`src/hw/rtl/fsi_pkg.sv`:
```
package fsi_pkg;

	typedef struct packed {
		logic [7:0]  fmt_char;
		logic [63:0] arg_value;
	} fsi_fmt_t;

	typedef struct packed {
		logic [7:0]  out_char;
		logic        char_valid;
		logic        last_of_run;
		logic        format_done;
		logic [31:0] emitted_count;
	} fsi_res_t;

	typedef enum logic [1:0] {
		PS_PLAIN,
		PS_PERCENT,
		PS_ESCAPE,
		PS_LONG
	} parse_state_t;

	typedef enum logic [1:0] {
		DM_NONE,
		DM_DEC,
		DM_HEX
	} dig_mode_t;

	typedef enum logic [1:0] {
		DG_IDLE,
		DG_CONV,
		DG_SKIP,
		DG_EMIT
	} dig_phase_t;

	typedef struct packed {
		logic start;
		logic is_hex;
		logic is_long;
	} dig_cmd_t;

	typedef struct packed {
		logic       ready;
		logic       last;
		logic [3:0] digit;
	} dig_stat_t;

	localparam logic [7:0] CH_NUL     = 8'h00;
	localparam logic [7:0] CH_PERCENT = 8'h25;
	localparam logic [7:0] CH_BSLASH  = 8'h5c;
	localparam logic [7:0] CH_MINUS   = 8'h2d;
	localparam logic [7:0] CH_ZERO    = 8'h30;
	localparam logic [7:0] CH_LOW_C   = 8'h63;
	localparam logic [7:0] CH_LOW_D   = 8'h64;
	localparam logic [7:0] CH_LOW_L   = 8'h6c;
	localparam logic [7:0] CH_LOW_N   = 8'h6e;
	localparam logic [7:0] CH_LOW_P   = 8'h70;
	localparam logic [7:0] CH_LOW_R   = 8'h72;
	localparam logic [7:0] CH_LOW_T   = 8'h74;
	localparam logic [7:0] CH_LOW_X   = 8'h78;
	localparam logic [7:0] CH_LF      = 8'h0a;
	localparam logic [7:0] CH_CR      = 8'h0d;
	localparam logic [7:0] CH_TAB     = 8'h09;
	localparam logic [7:0] HEX_ALPHA  = 8'h57;
	localparam logic [3:0] NIB_TEN    = 4'ha;

	function automatic logic [7:0] nib_to_ascii(input logic [3:0] nib);
		logic [7:0] r;
		if (nib >= NIB_TEN) begin
			r = {4'h0, nib} + HEX_ALPHA;
		end else begin
			r = {4'h0, nib} + CH_ZERO;
		end
		return r;
	endfunction

endpackage

```
`src/hw/rtl/fsi_digit_unit.sv`:
```
module fsi_digit_unit import fsi_pkg::*; #(
	parameter int LW = 64
) (
	input  logic          clk,
	input  logic          arst_n,
	input  dig_cmd_t      cmd,
	input  logic [LW-1:0] value,
	input  logic          pop,
	output dig_stat_t     stat
);

	localparam int ND  = (LW * 30103) / 100000 + 1;
	localparam int DW  = 4 * ND;
	localparam int HN  = (LW + 3) / 4;
	localparam int HBW = 4 * HN;
	localparam int CW  = $clog2(LW + 1);
	localparam int RW  = $clog2(ND + 1);

	dig_phase_t    phase_q, phase_d;
	logic [DW-1:0] dig_q;
	logic [DW-1:0] adj;
	logic [LW-1:0] bin_q;
	logic [CW-1:0] cnt_q;
	logic [RW-1:0] rem_q;
	logic [3:0]    top_nib;
	logic          skip_zero;

	assign top_nib   = dig_q[DW-1 -: 4];
	assign skip_zero = (top_nib == 4'h0) && (rem_q > RW'(1));

	always_comb begin
		for (int i = 0; i < ND; i++) begin
			adj[4*i +: 4] = (dig_q[4*i +: 4] >= 4'd5) ? dig_q[4*i +: 4] + 4'd3
				: dig_q[4*i +: 4];
		end
	end

	always_comb begin
		phase_d = phase_q;
		unique case (phase_q)
			DG_IDLE: begin
				if (cmd.start) begin
					phase_d = cmd.is_hex ? DG_SKIP : DG_CONV;
				end
			end
			DG_CONV: begin
				if (cnt_q == CW'(1)) begin
					phase_d = DG_SKIP;
				end
			end
			DG_SKIP: begin
				if (!skip_zero) begin
					phase_d = DG_EMIT;
				end
			end
			DG_EMIT: begin
				if (pop && rem_q == RW'(1)) begin
					phase_d = DG_IDLE;
				end
			end
		endcase
	end

	always_comb begin
		stat.ready = (phase_q == DG_EMIT);
		stat.last  = (rem_q == RW'(1));
		stat.digit = top_nib;
	end

	always_ff @(posedge clk or negedge arst_n) begin
		if (!arst_n) begin
			phase_q <= DG_IDLE;
		end else begin
			phase_q <= phase_d;
		end
	end

	always_ff @(posedge clk) begin
		unique case (phase_q)
			DG_IDLE: begin
				if (cmd.start) begin
					if (cmd.is_hex) begin
						dig_q <= cmd.is_long ? DW'(value) << (DW - HBW)
							: DW'(value[31:0]) << (DW - 32);
						rem_q <= cmd.is_long ? RW'(HN) : RW'(8);
					end else begin
						dig_q <= '0;
						bin_q <= cmd.is_long ? value : value << (LW - 32);
						cnt_q <= cmd.is_long ? CW'(LW) : CW'(32);
						rem_q <= RW'(ND);
					end
				end
			end
			DG_CONV: begin
				dig_q <= {adj[DW-2:0], bin_q[LW-1]};
				bin_q <= bin_q << 1;
				cnt_q <= cnt_q - CW'(1);
			end
			DG_SKIP: begin
				if (skip_zero) begin
					dig_q <= dig_q << 4;
					rem_q <= rem_q - RW'(1);
				end
			end
			DG_EMIT: begin
				if (pop) begin
					dig_q <= dig_q << 4;
					rem_q <= rem_q - RW'(1);
				end
			end
		endcase
	end

endmodule

```
`src/hw/rtl/format_string_interpreter.sv`:
```
// Format string interpreter.
// Input channel fmt_valid / fmt_stall / fmt_item takes one format byte per
// transfer, with the argument word used only when the byte ends a conversion.
// Output channel res_valid / res_stall / res_item gives one character per
// transfer; the last transfer of a byte carries last_of_run, and a string end
// carries format_done. A NUL in plain text gives one transfer with
// char_valid low and the running count.
// One byte is worked at a time; fmt_stall is high from the accepting edge
// until its last character sits in the output register. Bytes that only
// open an escape or conversion give no transfer and leave fmt_stall low.
// A copied byte waits in the prefix register until the output slot is free,
// then moves to the output register and frees the input at the same edge.
// Prefix characters go one per cycle while the output is not stalled.
// Decimal conversions run a bit-serial binary to BCD loop over 32 or
// LONG_WIDTH bits, skip leading zero digits one per cycle, then give one
// digit per cycle while the output is not stalled. Hex skips leading zero
// nibbles one per cycle and gives one digit per cycle likewise.
// Reset clears the parser to plain text and the count to zero and empties
// the output register. While res_stall is high and res_valid is set, the
// output register holds and the character sequence pauses; nothing is dropped.
module format_string_interpreter import fsi_pkg::*; #(
	parameter int LONG_WIDTH = 64
) (
	input  logic     clk,
	input  logic     arst_n,
	input  logic     fmt_valid,
	output logic     fmt_stall,
	input  fsi_fmt_t fmt_item,
	output logic     res_valid,
	input  logic     res_stall,
	output fsi_res_t res_item
);

	localparam int LW = LONG_WIDTH;

	parse_state_t  parse_q, parse_d;
	logic          busy_q;
	logic [23:0]   pre_q;
	logic [1:0]    pre_n_q;
	dig_mode_t     dmode_q;
	logic          done_q;
	logic          bare_q;
	logic [31:0]   total_q;
	fsi_res_t      res_q;
	logic          res_valid_q;

	logic          fmt_acc;
	logic [7:0]    c;
	logic          lng;
	logic          neg;
	logic [LW-1:0] dec_src;
	logic [LW-1:0] mag;
	logic [LW-1:0] unit_val;
	logic [23:0]   d_pre;
	logic [1:0]    d_pre_n;
	dig_mode_t     d_mode;
	logic          d_done;
	logic          d_bare;
	logic          d_has;

	dig_cmd_t      dcmd;
	dig_stat_t     dstat;

	logic          slot_free;
	logic          take_pre;
	logic          take_dig;
	logic          take_bare;
	logic          emit;
	logic          last;
	logic [31:0]   cnt_inc;

	assign fmt_acc   = fmt_valid && !busy_q;
	assign fmt_stall = busy_q;
	assign res_valid = res_valid_q;
	assign res_item  = res_q;

	assign c       = fmt_item.fmt_char;
	assign lng     = (parse_q == PS_LONG);
	assign neg     = lng ? fmt_item.arg_value[LW-1] : fmt_item.arg_value[31];
	assign dec_src = lng ? fmt_item.arg_value[LW-1:0] : LW'(fmt_item.arg_value[31:0]);

	always_comb begin
		mag = neg ? (~dec_src + LW'(1)) : dec_src;
		if (!lng) begin
			mag = mag & LW'(32'hffff_ffff);
		end
		unit_val = (d_mode == DM_HEX) ? dec_src : mag;
	end

	always_comb begin
		parse_d = PS_PLAIN;
		unique case (parse_q)
			PS_PLAIN: begin
				if (c == CH_PERCENT) begin
					parse_d = PS_PERCENT;
				end else if (c == CH_BSLASH) begin
					parse_d = PS_ESCAPE;
				end
			end
			PS_PERCENT: begin
				if (c == CH_LOW_L) begin
					parse_d = PS_LONG;
				end
			end
			PS_ESCAPE: parse_d = PS_PLAIN;
			PS_LONG:   parse_d = PS_PLAIN;
		endcase
	end

	always_comb begin
		d_pre   = '0;
		d_pre_n = 2'd0;
		d_mode  = DM_NONE;
		d_done  = 1'b0;
		d_bare  = 1'b0;
		unique case (parse_q)
			PS_PLAIN: begin
				if (c == CH_NUL) begin
					d_done = 1'b1;
					d_bare = 1'b1;
				end else if (c != CH_PERCENT && c != CH_BSLASH) begin
					d_pre   = {c, 16'h0};
					d_pre_n = 2'd1;
				end
			end
			PS_PERCENT: begin
				unique case (c)
					CH_NUL: begin
						d_pre   = {CH_PERCENT, 16'h0};
						d_pre_n = 2'd1;
						d_done  = 1'b1;
					end
					CH_LOW_C: begin
						d_pre   = {fmt_item.arg_value[7:0], 16'h0};
						d_pre_n = 2'd1;
					end
					CH_LOW_D: begin
						d_mode = DM_DEC;
						if (neg) begin
							d_pre   = {CH_MINUS, 16'h0};
							d_pre_n = 2'd1;
						end
					end
					CH_LOW_L: d_mode = DM_NONE;
					CH_LOW_P: begin
						d_pre   = {CH_ZERO, CH_LOW_X, 8'h0};
						d_pre_n = 2'd2;
						d_mode  = DM_HEX;
					end
					CH_LOW_X: d_mode = DM_HEX;
					default: begin
						d_pre   = {CH_PERCENT, c, 8'h0};
						d_pre_n = 2'd2;
					end
				endcase
			end
			PS_ESCAPE: begin
				d_pre_n = 2'd1;
				unique case (c)
					CH_NUL: begin
						d_pre  = {CH_BSLASH, 16'h0};
						d_done = 1'b1;
					end
					CH_LOW_N: d_pre = {CH_LF, 16'h0};
					CH_LOW_R: d_pre = {CH_CR, 16'h0};
					CH_LOW_T: d_pre = {CH_TAB, 16'h0};
					default:  d_pre = {c, 16'h0};
				endcase
			end
			PS_LONG: begin
				unique case (c)
					CH_LOW_D: begin
						d_mode = DM_DEC;
						if (neg) begin
							d_pre   = {CH_MINUS, 16'h0};
							d_pre_n = 2'd1;
						end
					end
					CH_LOW_X: d_mode = DM_HEX;
					CH_NUL: begin
						d_pre   = {CH_PERCENT, CH_LOW_L, 8'h0};
						d_pre_n = 2'd2;
						d_done  = 1'b1;
					end
					default: begin
						d_pre   = {CH_PERCENT, CH_LOW_L, c};
						d_pre_n = 2'd3;
					end
				endcase
			end
		endcase
		d_has = d_bare || (d_pre_n != 2'd0) || (d_mode != DM_NONE);
	end

	always_comb begin
		dcmd.start   = fmt_acc && (d_mode != DM_NONE);
		dcmd.is_hex  = (d_mode == DM_HEX);
		dcmd.is_long = lng;
	end

	fsi_digit_unit #(
		.LW(LW)
	) u_digit (
		.clk   (clk),
		.arst_n(arst_n),
		.cmd   (dcmd),
		.value (unit_val),
		.pop   (take_dig),
		.stat  (dstat)
	);

	always_comb begin
		slot_free = !res_valid_q || !res_stall;
		take_bare = busy_q && bare_q && slot_free;
		take_pre  = busy_q && !bare_q && (pre_n_q != 2'd0) && slot_free;
		take_dig  = busy_q && (pre_n_q == 2'd0) && (dmode_q != DM_NONE)
			&& dstat.ready && slot_free;
		emit      = take_bare || take_pre || take_dig;
		last      = take_bare || (take_pre && pre_n_q == 2'd1 && dmode_q == DM_NONE)
			|| (take_dig && dstat.last);
		cnt_inc   = (total_q == 32'hffff_ffff) ? total_q : total_q + 32'd1;
	end

	always_ff @(posedge clk or negedge arst_n) begin
		if (!arst_n) begin
			parse_q     <= PS_PLAIN;
			busy_q      <= 1'b0;
			pre_n_q     <= 2'd0;
			dmode_q     <= DM_NONE;
			done_q      <= 1'b0;
			bare_q      <= 1'b0;
			total_q     <= '0;
			res_valid_q <= 1'b0;
		end else begin
			if (fmt_acc) begin
				parse_q <= d_done ? PS_PLAIN : parse_d;
				busy_q  <= d_has;
				pre_n_q <= d_pre_n;
				dmode_q <= d_mode;
				done_q  <= d_done;
				bare_q  <= d_bare;
			end else begin
				if (take_pre) begin
					pre_n_q <= pre_n_q - 2'd1;
				end
				if (emit && last) begin
					busy_q <= 1'b0;
				end
			end
			if (emit) begin
				if (last && done_q) begin
					total_q <= '0;
				end else if (!take_bare) begin
					total_q <= cnt_inc;
				end
			end
			if (emit) begin
				res_valid_q <= 1'b1;
			end else if (!res_stall) begin
				res_valid_q <= 1'b0;
			end
		end
	end

	always_ff @(posedge clk) begin
		if (fmt_acc) begin
			pre_q <= d_pre;
		end else if (take_pre) begin
			pre_q <= pre_q << 8;
		end
		if (emit) begin
			res_q.out_char      <= take_bare ? CH_NUL
				: (take_pre ? pre_q[23:16] : nib_to_ascii(dstat.digit));
			res_q.char_valid    <= !take_bare;
			res_q.last_of_run   <= last;
			res_q.format_done   <= done_q;
			res_q.emitted_count <= take_bare ? total_q : cnt_inc;
		end
	end

endmodule
```
`config.mk`:
```
export PLATFORM = sky130hd
export DESIGN_NAME = format_string_interpreter
export DESIGN_NICKNAME = d
export VERILOG_FILES = /design/src/hw/rtl/fsi_pkg.sv /design/src/hw/rtl/fsi_digit_unit.sv /design/src/hw/rtl/format_string_interpreter.sv
export SDC_FILE = /design/constraint.sdc
export NUM_CORES = 1
export LEC_CHECK = 0
export BUFFER_PORTS_ARGS = -buffer_cell sky130_fd_sc_hd__buf_4
export CORE_MARGIN = 4
export CORE_UTILIZATION = 30
export DETAILED_ROUTE_END_ITERATION = 10
export PLACE_DENSITY = 0.55
export SYNTH_ARGS = -nofsm -noshare
export SYNTH_HDL_FRONTEND = slang
export SYNTH_HIERARCHICAL = 1
export SYNTH_SLANG_ARGS = --single-unit
export TNS_END_PERCENT = 30
```
`constraint.sdc`:
```
create_clock -name clk -period 4.55 [get_ports clk]
set_input_delay 0.455 -clock clk [delete_from_list [all_inputs] [get_ports clk]]
set_output_delay 0.455 -clock clk [all_outputs]
set_load 0.03 [all_outputs]
```
==> results by group <==
Die
  • Initial core utilization: 30.6%
  • I/O pin count: 121
  • # rows: 86
  • Placeable Area: 55,500 sq um
  • Die ar.: 60,400 sq um
  • Chip Height: 246 um
  • Die W: 246 um

GRT
  • Initial antenna violation count: 0
  • Total track usage: 15.6%
  • Vias in the first global route: 13,400
  • Largest net degree at the start of global routing: 77
  • Global-route wire length before repair: 76,300 um
  • Grt ovf: 0

Synth
  • Syn Nets: 1,833
  • Mean area per synthesized cell: 9.96 sq um
  • Top cell type by total area after synthesis: edfxtp_1
  • Post-Syn Instances: 1,703
  • Warnings from Yosys: 6
  • Synth area leaders: edfxtp_1 (39%), dfrtp_1 (6.5%), mux2_2 (5.2%)
  • #FFs+latches synth: 267
  • Post-synthesis cell type count: 81
  • EDFF count, synth: 223
  • Mapped cell area: 17,000 sq um
  • Share of the synthesized area in the top cell type: 39.5%
  • Synth Flop Type: edfxtp_1
  • Sequential area share after synthesis: 46.0%
  • Async set-reset flop share out of synthesis: 16.5%

Drt
  • DRT Pass-1 Iters: 5
  • Starting DRT DRC Count: 1,120
  • Final wirelength: 48,700 um
  • Routed Antenna Nets: 0
  • DR vias: 13,700
  • Via density: 5.34
  • Drt wl/cell: 19.0 um
  • # DRC: 0

Placement
  • Gp weighted congestion: 0.882
  • Post-DP Area: 18,700 sq um
  • HPWL Detailed: 35,100 um
  • DP Cell Count: 2,508
  • Port Buf Inserts: 120

Clock network
  • CTS resizes: 0
  • CTS Buf Count: 29
  • Worst-case clock buffer depth: 3
  • Clock Sinks: 267
  • CTS tree: yes
  • Clk slew on worst S/H paths: 60 ps
  • Clk_lat worst skew: 580 ps
  • Root buf cell: clkbuf_16
  • H-tree Lvls: 1

Power and ir drop
  • Pleak: 0.00703 uW
  • Tot Pwr: 7490 uW
  • Pwr Density: 379 nW/um^2
  • Max IR drop VDD: 270 uV

Timing
  • Period utilisation layout: 75.3%
  • Max Clk Rate: 292 MHz
  • Slew Limit Headroom: 33.2%
  • RSZ-0062 raised after global routing: false
  • Worst Tran Pin Value: 999 ps
  • Final setup fails: 0
  • Setup_tns: 0 ps
  • Crit path time final: 3430 ps
  • Skew final: 29.1 ps
  • Slew Limit Fails: 0
  • Hold Fails Final Rpt: 0

Run status
  • Status: finished, final reports clean

Layout
  • P&R area growth vs syn: 16.3%
  • Layout cells sized above 1: 16.5%
  • Multi-input logic area: 8470 sq um
  • Final Non-Filler Cells: 2,561
  • Antenna diode count: 0
  • Final Instance Area: 19,700 sq um
  • Layout net count: 1,922
  • FF+latch area: 7800 sq um
  • # fillers: 5,653

Worst setup path
  • Reg2reg path depth: 10
  • Worst path depth: 10
  • Critical path class: reg -> reg
  • CP Cell Sequence: nand2_1 > clkinv_1 > mux2i_1 > or2_2 > buf_12 > a31oi_1 > xnor2_1 > nor2_1 > mux2_2 > mux2_2
  • CP Data Required Time: 4860 ps
  • Critical path buffers and inverters: 2
  • Worst reg2reg path endpoint: u_digit/bin_q[46]
  • Setup crit start kind: register
  • Slack of the worst reg-to-reg path: 1120 ps
  • Slowest stage delay, CP: 650 ps
  • Crit path DAT: 3740 ps
  • Crit path launch: parse_q[1]
  • Delay-heaviest family, CP: multiplexers
  • Crit end category: register
  • Most used cell, CP: mux2_2
  • Slowest-stage cell, CP: dfrtp_1
  • Crit path max fanout: 50
  • Critical Path End: u_digit/bin_q[46]
  • Worst r2r src: parse_q[1]

Hold path
  • Hold Path Class: in -> reg

Flow run
  • Max Cap Viol: 0
placed cells by master (no fill, tap or decap), drive strengths merged, types with 34 or more instances in the layout:
| cell type | Yosys | routed |
|---|---|---|
| a21oi | 112 | 112 |
| a22oi | 39 | 39 |
| buf | 30 | 152 |
| clkbuf | 65 | 34 |
| dfrtp | 44 | 44 |
| edfxtp | 223 | 223 |
| ha | 54 | 54 |
| inv | 84 | 83 |
| mux2 | 78 | 78 |
| nand2 | 142 | 142 |
| nor2 | 123 | 123 |
| nor3 | 46 | 46 |
| o21ai | 128 | 128 |
| xnor2 | 98 | 98 |
logic make-up (layout without fill, tap and decap cells):
family | after synthesis | in the layout | synth area share, %
flops | 267 | 267 | 46.0
mux | 83 | 83 | 5.47
compound gates | 461 | 461 | 17.8
simple gates | 529 | 529 | 15.9
buf+inv | 180 | 290 | 4.24
xor+xnor | 129 | 129 | 6.66
fa+ha+maj | 54 | 54 | 3.98
Yosys cell counts, types with 6 or more instances:
master and n:
a211oi_1 6, a21oi_1 112, a221o_1 10, a22o_1 32, a22oi_1 39, a31oi_1 27, and2_1 18, and3_1 19
buf_2 23, clkbuf_1 65, dfrtp_1 44, edfxtp_1 223, ha_1 54, inv_1 83, mux2_2 78, nand2_1 142
nand2b_1 29, nand3_1 30, nand4_1 7, nor2_1 121, nor2b_1 8, nor3_1 45, nor3b_1 31, nor4_1 21
o211ai_1 28, o21ai_0 128, o311ai_0 6, o31ai_1 20, or3_1 11, or4_1 16, xnor2_1 98, xor2_1 31
layer usage:
layer | GRT usage [%] | wire, um
met3 | 2.38 | 2800
met1 | 21.6 | 21900
met5 | 0 | 0
met4 | 5.32 | 1730
met2 | 24.9 | 22400
report_power, final:
part,switching [uW],internal (uW)
Sequential,154,3090
Combinational,1140,560
Clock,1010,1540
stage by stage:
step | utilization, % | worst slack (ps) | hold slack [ps]
after floorplan | - | 675 | 159
after global placement | 33.7 | 812 | 502
after detailed placement | 33.7 | 755 | 508
after CTS | 35.6 | 1160 | 68.2
after global routing | 35.6 | 871 | 113
final | 35.6 | 1120 | 107
registers in the layout, indices dropped and copies added (netlist names), 5 cells and up:
| name | cells |
|---|---|
| u_digit/bin_q | 64 |
| u_digit/cnt_q | 7 |
| u_digit/dig_q | 80 |
| u_digit/rem_q | 5 |
| pre_q | 24 |
| res_item | 43 |
| total_q | 32 |
what timing repair did:
| action | 4_1_cts | 5_1_grt |
|---|---|---|
| endpoints found under the hold margin | 44 | 0 |
| hold buffers | 1 | 0 |
| setup endpoints to repair | 0 | 0 |
| buffers inserted | 0 | 0 |
how the worst min path moves through the flow:
stage	from	endpoint	cells after the start
after global placement	total_q[29]	total_q[29]	1
after floorplan	arst_n	bare_q	0
final	res_stall	res_valid	3
after global routing	res_stall	res_valid	3
after CTS	res_stall	res_valid	3
after detailed placement	total_q[29]	total_q[29]	1
tightest hold or removal path, stage by stage:
cell	delay, ps
buf_4	100
nand2_1	50
nand2_1	50
layout make-up:
type | instances | share of cell area (%)
multi-input cells | 1256 | 42.9
flip-flops and latches | 267 | 39.5
clock buffers | 34 | 3.87
inverters | 85 | 1.62
clock inverters | 18 | 1.27
repair buffers | 153 | 6.09
well taps | 748 | 4.74
Power figures use the tool's default switching activity.
